$ cat config.mk
export PLATFORM = sky130hd
export DESIGN_NAME = http_body_dechunker_top
export DESIGN_NICKNAME = d
export VERILOG_FILES = /design/src/rtl/hbd_pkg.sv /design/src/rtl/http_body_dechunker_top.sv /design/src/rtl/hbd_byte_class.sv /design/src/rtl/hbd_fsm.sv
export SDC_FILE = /design/constraint.sdc
export NUM_CORES = 1
export LEC_CHECK = 0
export CORE_UTILIZATION = 50
export DETAILED_ROUTE_END_ITERATION = 16
export DONT_BUFFER_PORTS = 1
export PLACE_DENSITY_LB_ADDON = 0.1
export SYNTH_ARGS = -nofsm -noshare
export SYNTH_HDL_FRONTEND = slang
export SYNTH_SLANG_ARGS = --single-unit
$ cat constraint.sdc
create_clock -name clk -period 6.65 [get_ports clk]
set_clock_uncertainty 0.05 [all_clocks]
set_input_delay 0.9975 -clock clk [delete_from_list [all_inputs] [get_ports clk]]
set_output_delay 0.9975 -clock clk [all_outputs]
set_load 0.1 [all_outputs]
$ cat src/rtl/hbd_pkg.sv
package hbd_pkg;

	// Default width of the chunk size accumulator and byte counter
	localparam int SIZE_BITS_DEF = 31;

	// Configuration port
	localparam int CFG_DATA_W = 31;
	localparam int CFG_IDX_W  = 1;
	localparam logic [CFG_IDX_W-1:0] CFG_CHUNKED_MODE = 1'b0;
	localparam logic [CFG_IDX_W-1:0] CFG_BODY_LENGTH  = 1'b1;

	// Input request codes
	localparam logic REQ_START = 1'b0;
	localparam logic REQ_BYTE  = 1'b1;

	// Line delimiters
	localparam logic [7:0] CHAR_CR = 8'h0D;
	localparam logic [7:0] CHAR_LF = 8'h0A;

	// Result kinds
	typedef enum logic [1:0] {
		KIND_DATA  = 2'd0,
		KIND_DONE  = 2'd1,
		KIND_ERROR = 2'd2
	} kind_t;

	// Classification of one stream byte
	typedef struct packed {
		logic       is_cr;
		logic       is_lf;
		logic       is_hex;
		logic [3:0] hex_val;
	} byte_class_t;

endpackage

$ cat src/rtl/http_body_dechunker_top.sv
// A result is registered and presented on out_valid in the cycle after its input transaction.
// Throughput: one input byte per cycle, set by the single result register; in_stall
// rises only while that register holds a result and out_stall is high.
// Reset (arst_n low, asynchronous): phase idle, size and byte counters zero,
// chunked_mode and body_length zero, result register empty.
module http_body_dechunker_top #(
	parameter int SIZE_BITS = hbd_pkg::SIZE_BITS_DEF
) (
	input  logic                            clk,
	input  logic                            arst_n,
	// configuration
	input  logic                            cfg_we,
	input  logic [hbd_pkg::CFG_IDX_W-1:0]   cfg_index,
	input  logic [hbd_pkg::CFG_DATA_W-1:0]  cfg_data,
	// input channel
	input  logic                            in_valid,
	output logic                            in_stall,
	input  logic                            req_type,
	input  logic [7:0]                      data_byte,
	// output channel
	output logic                            out_valid,
	input  logic                            out_stall,
	output logic [1:0]                      result_kind,
	output logic [7:0]                      body_byte,
	output logic                            body_end
);

	logic                 chunked_mode_q;
	logic [30:0]          body_length_q;
	logic                 in_fire;
	logic                 out_take;
	hbd_pkg::byte_class_t cls;
	hbd_pkg::kind_t       res_kind;

	// Configuration registers
	always_ff @(posedge clk or negedge arst_n) begin
		if (!arst_n) begin
			chunked_mode_q <= 1'b0;
			body_length_q  <= 31'd0;
		end else if (cfg_we) begin
			unique case (cfg_index)
				hbd_pkg::CFG_CHUNKED_MODE: chunked_mode_q <= cfg_data[0];
				hbd_pkg::CFG_BODY_LENGTH:  body_length_q  <= cfg_data[30:0];
				default: ;
			endcase
		end
	end

	// Handshake: accept whenever the result slot is empty or being drained
	assign in_stall = out_valid && out_stall;
	assign in_fire  = in_valid && !in_stall;
	assign out_take = out_valid && !out_stall;

	hbd_byte_class u_class (
		.data_byte (data_byte),
		.cls       (cls)
	);

	hbd_fsm #(
		.SIZE_BITS (SIZE_BITS)
	) u_fsm (
		.clk          (clk),
		.arst_n       (arst_n),
		.in_fire      (in_fire),
		.out_take     (out_take),
		.req_type     (req_type),
		.data_byte    (data_byte),
		.cls          (cls),
		.chunked_mode (chunked_mode_q),
		.body_length  (body_length_q),
		.res_valid_q  (out_valid),
		.res_kind_q   (res_kind),
		.res_byte_q   (body_byte),
		.res_end_q    (body_end)
	);

	assign result_kind = res_kind;

endmodule

$ cat src/rtl/hbd_byte_class.sv
module hbd_byte_class (
	input  logic [7:0]          data_byte,
	output hbd_pkg::byte_class_t cls
);

	// Delimiter and hex digit decode
	always_comb begin
		cls.is_cr   = (data_byte == hbd_pkg::CHAR_CR);
		cls.is_lf   = (data_byte == hbd_pkg::CHAR_LF);
		cls.is_hex  = 1'b0;
		cls.hex_val = 4'd0;
		if (data_byte >= 8'h30 && data_byte <= 8'h39) begin
			cls.is_hex  = 1'b1;
			cls.hex_val = data_byte[3:0];
		end else if ((data_byte >= 8'h41 && data_byte <= 8'h46) ||
		             (data_byte >= 8'h61 && data_byte <= 8'h66)) begin
			// A-F and a-f share the low nibble 1..6
			cls.is_hex  = 1'b1;
			cls.hex_val = data_byte[3:0] + 4'd9;
		end
	end

endmodule

$ cat src/rtl/hbd_fsm.sv
module hbd_fsm #(
	parameter int SIZE_BITS = hbd_pkg::SIZE_BITS_DEF
) (
	input  logic                  clk,
	input  logic                  arst_n,
	input  logic                  in_fire,
	input  logic                  out_take,
	input  logic                  req_type,
	input  logic [7:0]            data_byte,
	input  hbd_pkg::byte_class_t  cls,
	input  logic                  chunked_mode,
	input  logic [30:0]           body_length,
	output logic                  res_valid_q,
	output hbd_pkg::kind_t        res_kind_q,
	output logic [7:0]            res_byte_q,
	output logic                  res_end_q
);

	typedef enum logic [3:0] {
		PH_IDLE,
		PH_LEN,
		PH_SIZE,
		PH_SIZE_LF,
		PH_DATA,
		PH_DATA_CR,
		PH_DATA_LF,
		PH_ZERO_CR,
		PH_ZERO_LF
	} phase_t;

	localparam logic [SIZE_BITS-1:0] ONE  = {{(SIZE_BITS-1){1'b0}}, 1'b1};
	localparam logic [SIZE_BITS-1:0] ZERO = '0;

	phase_t               phase_q, phase_d;
	logic [SIZE_BITS-1:0] acc_q, acc_d;
	logic [SIZE_BITS-1:0] left_q, left_d;
	logic [SIZE_BITS-1:0] left_dec;
	logic [SIZE_BITS-1:0] len_ext;
	logic [SIZE_BITS+30:0] len_wide;
	logic                 acc_ovf;
	logic                 emit;
	hbd_pkg::kind_t       kind_d;
	logic [7:0]           byte_d;
	logic                 end_d;

	// Body length fitted to the counter width
	assign len_wide = {{SIZE_BITS{1'b0}}, body_length};
	assign len_ext  = len_wide[SIZE_BITS-1:0];
	assign left_dec = left_q - ONE;
	// Another digit overflows when the top nibble is already in use
	assign acc_ovf  = (acc_q[SIZE_BITS-1 -: 4] != 4'd0);

	// Next state and result for the accepted item
	always_comb begin
		phase_d = phase_q;
		acc_d   = acc_q;
		left_d  = left_q;
		emit    = 1'b0;
		kind_d  = hbd_pkg::KIND_DATA;
		byte_d  = 8'd0;
		end_d   = 1'b0;
		if (req_type == hbd_pkg::REQ_START) begin
			acc_d  = ZERO;
			left_d = ZERO;
			if (chunked_mode) begin
				phase_d = PH_SIZE;
			end else if (body_length == 31'd0) begin
				phase_d = PH_IDLE;
				emit    = 1'b1;
				kind_d  = hbd_pkg::KIND_DONE;
				end_d   = 1'b1;
			end else begin
				left_d  = len_ext;
				phase_d = PH_LEN;
			end
		end else begin
			unique case (phase_q)
				PH_LEN: begin
					left_d = left_dec;
					emit   = 1'b1;
					byte_d = data_byte;
					if (left_dec == ZERO) begin
						phase_d = PH_IDLE;
						end_d   = 1'b1;
					end
				end
				PH_SIZE: begin
					if (cls.is_cr) begin
						phase_d = PH_SIZE_LF;
					end else if (!cls.is_hex || acc_ovf) begin
						phase_d = PH_IDLE;
						emit    = 1'b1;
						kind_d  = hbd_pkg::KIND_ERROR;
					end else begin
						acc_d = {acc_q[SIZE_BITS-5:0], cls.hex_val};
					end
				end
				PH_SIZE_LF: begin
					if (!cls.is_lf) begin
						phase_d = PH_IDLE;
						emit    = 1'b1;
						kind_d  = hbd_pkg::KIND_ERROR;
					end else begin
						if (acc_q == ZERO) begin
							phase_d = PH_ZERO_CR;
						end else begin
							left_d  = acc_q;
							phase_d = PH_DATA;
						end
						acc_d = ZERO;
					end
				end
				PH_DATA: begin
					left_d = left_dec;
					emit   = 1'b1;
					byte_d = data_byte;
					if (left_dec == ZERO) begin
						phase_d = PH_DATA_CR;
					end
				end
				PH_DATA_CR, PH_ZERO_CR: begin
					if (!cls.is_cr) begin
						phase_d = PH_IDLE;
						emit    = 1'b1;
						kind_d  = hbd_pkg::KIND_ERROR;
					end else begin
						phase_d = (phase_q == PH_DATA_CR) ? PH_DATA_LF : PH_ZERO_LF;
					end
				end
				PH_DATA_LF: begin
					if (!cls.is_lf) begin
						phase_d = PH_IDLE;
						emit    = 1'b1;
						kind_d  = hbd_pkg::KIND_ERROR;
					end else begin
						acc_d   = ZERO;
						phase_d = PH_SIZE;
					end
				end
				PH_ZERO_LF: begin
					phase_d = PH_IDLE;
					emit    = 1'b1;
					if (!cls.is_lf) begin
						kind_d = hbd_pkg::KIND_ERROR;
					end else begin
						kind_d = hbd_pkg::KIND_DONE;
						end_d  = 1'b1;
					end
				end
				default: begin
					// stray byte while idle
					phase_d = PH_IDLE;
				end
			endcase
		end
	end

	// State and result register
	always_ff @(posedge clk or negedge arst_n) begin
		if (!arst_n) begin
			phase_q     <= PH_IDLE;
			acc_q       <= ZERO;
			left_q      <= ZERO;
			res_valid_q <= 1'b0;
			res_kind_q  <= hbd_pkg::KIND_DATA;
			res_byte_q  <= 8'd0;
			res_end_q   <= 1'b0;
		end else begin
			if (in_fire) begin
				phase_q     <= phase_d;
				acc_q       <= acc_d;
				left_q      <= left_d;
				res_valid_q <= emit;
				res_kind_q  <= kind_d;
				res_byte_q  <= byte_d;
				res_end_q   <= end_d;
			end else if (out_take) begin
				res_valid_q <= 1'b0;
			end
		end
	end

endmodule

==> summary.md <==
| Metric | Value |
|---|---|
| Outcome | `finished clean` |
| Routed len/inst | `18.8 um` |
| Row count | `40` |
| Largest net degree at the start of global routing | `111` |
| Non-filler cells, final | `854` |
| FILL cells | `1142` |
| CTS root buf | `clkbuf_16` |
| Nets | `733` |
| Drt pass-1 iters | `5` |
| DRC | `0` |
| H-tree levels | `3` |
| Peak VDD IR | `268 uV` |
| Placed cell count | `838` |
| Final Worst Setup Slack | `3.22 ns` |
| Combinational share of power | `31.5%` |
| Post-Syn Nets | `769` |
| Post-synthesis xor/xnor area fraction | `4.01%` |
| Critical Path AT | `3.63 ns` |
| Register area | `2750 sq um` |
| Gr usage total | `26.2%` |
| Post-synthesis cell count | `717` |
| Crit path to | `u_fsm.phase_q[2]$_DFFE_PN0P_` |
| Clock Tree Buf Depth | `2` |
| I/O Pins | `59` |
| Fraction of layout cells with a size suffix above 1 | `10.6%` |
| Psw | `1.07 mW` |
| Mux contribution to synthesized area | `6.49%` |
| Core Region | `12200 sq um` |
| Register area share after synthesis | `43.4%` |
| Fmax | `0.292 GHz` |
| Flop2flop setup slack | `3.22 ns` |
| Area growth syn-to-layout | `4.68%` |
| DRT Wirelength | `16000 um` |
| Complex-gate fraction of the synthesized area | `17.9%` |
| WP depth | `8` |
| Reg2reg end | `u_fsm.phase_q[2]$_DFFE_PN0P_` |
| RSZ-0062 raised after global routing | `false` |
| Yosys top cell by area | `dfrtp_1` |
| Worst-path clk slew | `0.08 ns` |
| CTS tree | `yes` |
| Final hold violation count | `0` |
| Post-Synth Simple-Gate Area | `22.4%` |
| Via count | `5124` |
| Syn avg cell area | `8.84 sq um` |
| First-pass GRT wire length | `26200 um` |
| Setup violators final | `0` |
| Final slew viol count | `0` |
| Switching Fraction | `43.7%` |
| Max_cap viols | `0` |
| I/O Buffers | `0` |
| Leakage power | `2.52 nW` |
| Clock share of power | `21.5%` |
| Critical Path RT | `6.85 ns` |
| Setup TNS | `0 ns` |
| Chain of cells forming the critical path | `or4_4 > or4_4 > or4b_4 > xor2_1 > nand4_2 > nor4_2 > o21ai_2 > o21ba_1` |
| P per Cell Area | `368 nW/um^2` |
| Rel. slew slack | `29.1%` |
| Slowest-stage cell, CP | `or4_4` |
| FF-to-FF path depth | `8` |
| Tcrit/Tclk final | `51.5%` |
| Tmin final | `3.43 ns` |
| Element type at the critical path start | `register` |
| Inserted Diodes | `0` |
| Crit Path Class | `register to register` |
| CP top delay family | `simple AND/OR/NAND/NOR gates` |
| Gr ovfl total | `0` |
| Library cells used by synthesis | `66` |
| Critical Path Source | `u_fsm.left_q[3]$_DFFE_PN0P_` |
| Ys async rst share | `100%` |
| Num CTS Buffers | `9` |
| YS warnings | `0` |
| Post-Synth Adder-Cell Area | `1.18%` |
| CP dominant cell by count | `or4_4` |
| Post-CTS Setup Bufs | `0` |
| WP buf/inv | `0` |
| Detailed placer's ending HPWL | `11200 um` |
| DRT iter0 DRCs | `495` |
| Synth top area share | `43.4%` |
| Latest clock arrival within the worst-skew pair | `0.37 ns` |
| R2r startpoint | `u_fsm.left_q[3]$_DFFE_PN0P_` |
| Antenna violations before repair | `0` |
| Synth area leaders | `dfrtp_1 43%, nand2_1 8.1%, mux2_2 5.9%, o21ai_0 5.3%, nor2_1 3.4%` |
| Pint | `1.38 mW` |
| Vias in the first global route | `4883` |
| Hold-fix buffers at CTS | `0` |
| Initial core utilization | `52.1%` |
| Crit path largest cell delay | `0.59 ns` |
| Crit-path max FO | `8` |
| Die area | `13100 sq um` |
| Most used DFF post-synth | `dfrtp_1` |
| Worst Hold Class | `input port to asynchronous set/reset pin` |
| Main combinational cell family by area after synthesis | `simple AND/OR/NAND/NOR gates` |
| Post-Place Setup Slack | `3.25 ns` |
| Worst-Margin Slew | `1.06 ns` |
| CTS sink cnt | `110` |
| CP endpoint kind | `register` |
| Global placement routability congestion | `0.950` |
| #FFs+latches synth | `110` |
| Sequential share of power | `46.9%` |
| Chip height | `115 um` |
| EDFF count, synth | `0` |
| Post-CTS Resized | `0` |
| Multi-input logic area | `3320 sq um` |
| Die W | `115 um` |
| Post-DRT Antenna Nets | `0` |
| Post-DR vias/cell | `6.00` |
| Syn Std Cell Area | `6340 sq um` |
power groups by stage:
stage	Combinational [mW]	Sequential [mW]	Clock [mW]
3_3_place_gp	0.756	1.14	0
4_1_cts	0.769	1.14	0.538
6_report	0.770	1.15	0.526
2_1_floorplan	0.728	1.04	0
3_5_place_dp	0.764	1.15	0
5_1_grt	0.869	1.17	0.562
flip-flops by register name, indices dropped and copies added (netlist names):
name,count
body_length_q,31
u_fsm.res_byte_q,8
u_fsm.acc_q,31
u_fsm.res_valid_q,1
u_fsm.phase_q,4
u_fsm.res_end_q,1
u_fsm.res_kind_q,2
u_fsm.left_q,31
chunked_mode_q,1
metal layers:
layer	wire [um]	part of all wire, %	up-vias	GRT usage (%)
met2	7380	46	148	41.0
met1	7300	46	2456	35.8
met3	878	5.5	26	5.51
li1	-	-	2494	-
met4	482	3.0	0	9.87
met5	0	0	-	0
worst register-to-register path: cells and delay by family (launching register included):
kind	cells	cell delay, ns
and+or+nand+nor	5	2.21
DFF	1	0.48
AOI/OAI and AO/OA	2	0.36
xor gates and xnor gates	1	0.21
cell usage after synthesis, drive strengths merged, types with 2 or more instances:
| library cell | n |
|---|---|
| mux2i | 4 |
| o41ai | 4 |
| nor4 | 24 |
| o31ai | 8 |
| a22oi | 25 |
| nor2 | 58 |
| xor2 | 10 |
| or4 | 10 |
| nor3 | 15 |
| o211ai | 7 |
| nor2b | 4 |
| a31oi | 9 |
| a21oi | 34 |
| nand3 | 5 |
| buf | 9 |
| nand4 | 7 |
| inv | 9 |
| a22o | 6 |
| nand2 | 137 |
| nor3b | 7 |
| ha | 6 |
| and3 | 3 |
| dfrtp | 110 |
| mux2 | 33 |
| nand4b | 2 |
| o21ai | 72 |
| a211oi | 4 |
| nor4b | 5 |
| or3 | 4 |
| xnor2 | 19 |
| clkbuf | 43 |
| nand2b | 3 |
kinds of logic after synthesis:
logic type / Yosys count
AOI/OAI and AO/OA: 183
and+or+nand+nor: 291
xor gates and xnor gates: 29
adders and majority gates: 6
DFF: 110
buffers and inverters: 61
muxes: 37
through the flow:
stage,instance area (sq um),power (mW),utilization (%),hold WS (ns)
floorplan,6340,1.77,-,0.413
global placement,6350,1.90,52.2,0.449
detailed placement,6350,1.92,52.2,0.461
CTS,6640,2.45,54.6,0.263
global route,6640,2.61,54.6,0.257
finish,6640,2.44,54.6,0.274
how the worst min path moves through the flow:
stage,to,slack (ns),cells after the start
after floorplan,u_fsm.acc_q[30]$_DFFE_PN0P_,0.41,2
after global placement,u_fsm.acc_q[28]$_DFFE_PN0P_,0.45,2
after detailed placement,u_fsm.acc_q[27]$_DFFE_PN0P_,0.46,2
after CTS,u_fsm.phase_q[1]$_DFFE_PN0P_,0.26,0
after global routing,u_fsm.res_byte_q[5]$_DFFE_PN0P_,0.26,0
final,u_fsm.res_byte_q[0]$_DFFE_PN0P_,0.27,0
placed cells by master (no fill, tap or decap), types with 4 or more instances in the layout:
master	instances
a211oi_1	4
a21oi_1	34
a22o_1	6
a22oi_1	25
a31oi_1	7
buf_4	5
clkbuf_16	9
dfrtp_1	110
ha_1	6
inv_1	9
mux2_2	33
mux2i_1	4
nand2_1	137
nand3_1	5
nand4_1	6
nor2_1	58
nor2b_1	4
nor3_1	14
nor3b_1	7
nor4_1	20
nor4b_1	5
o211ai_1	7
o21ai_0	67
o21ai_1	4
o31ai_1	8
o41ai_1	4
or4_1	5
xnor2_1	19
xor2_1	10
area by class of cell:
type / instances / area share [%]
clock buffers: 9 / 3.39
clock inverters: 7 / 0.867
inverters: 9 / 0.509
multi-input cells: 546 / 50.0
flip-flops and latches: 110 / 41.5
well taps: 168 / 3.17
repair buffers: 5 / 0.566
Power figures use the tool's default switching activity.
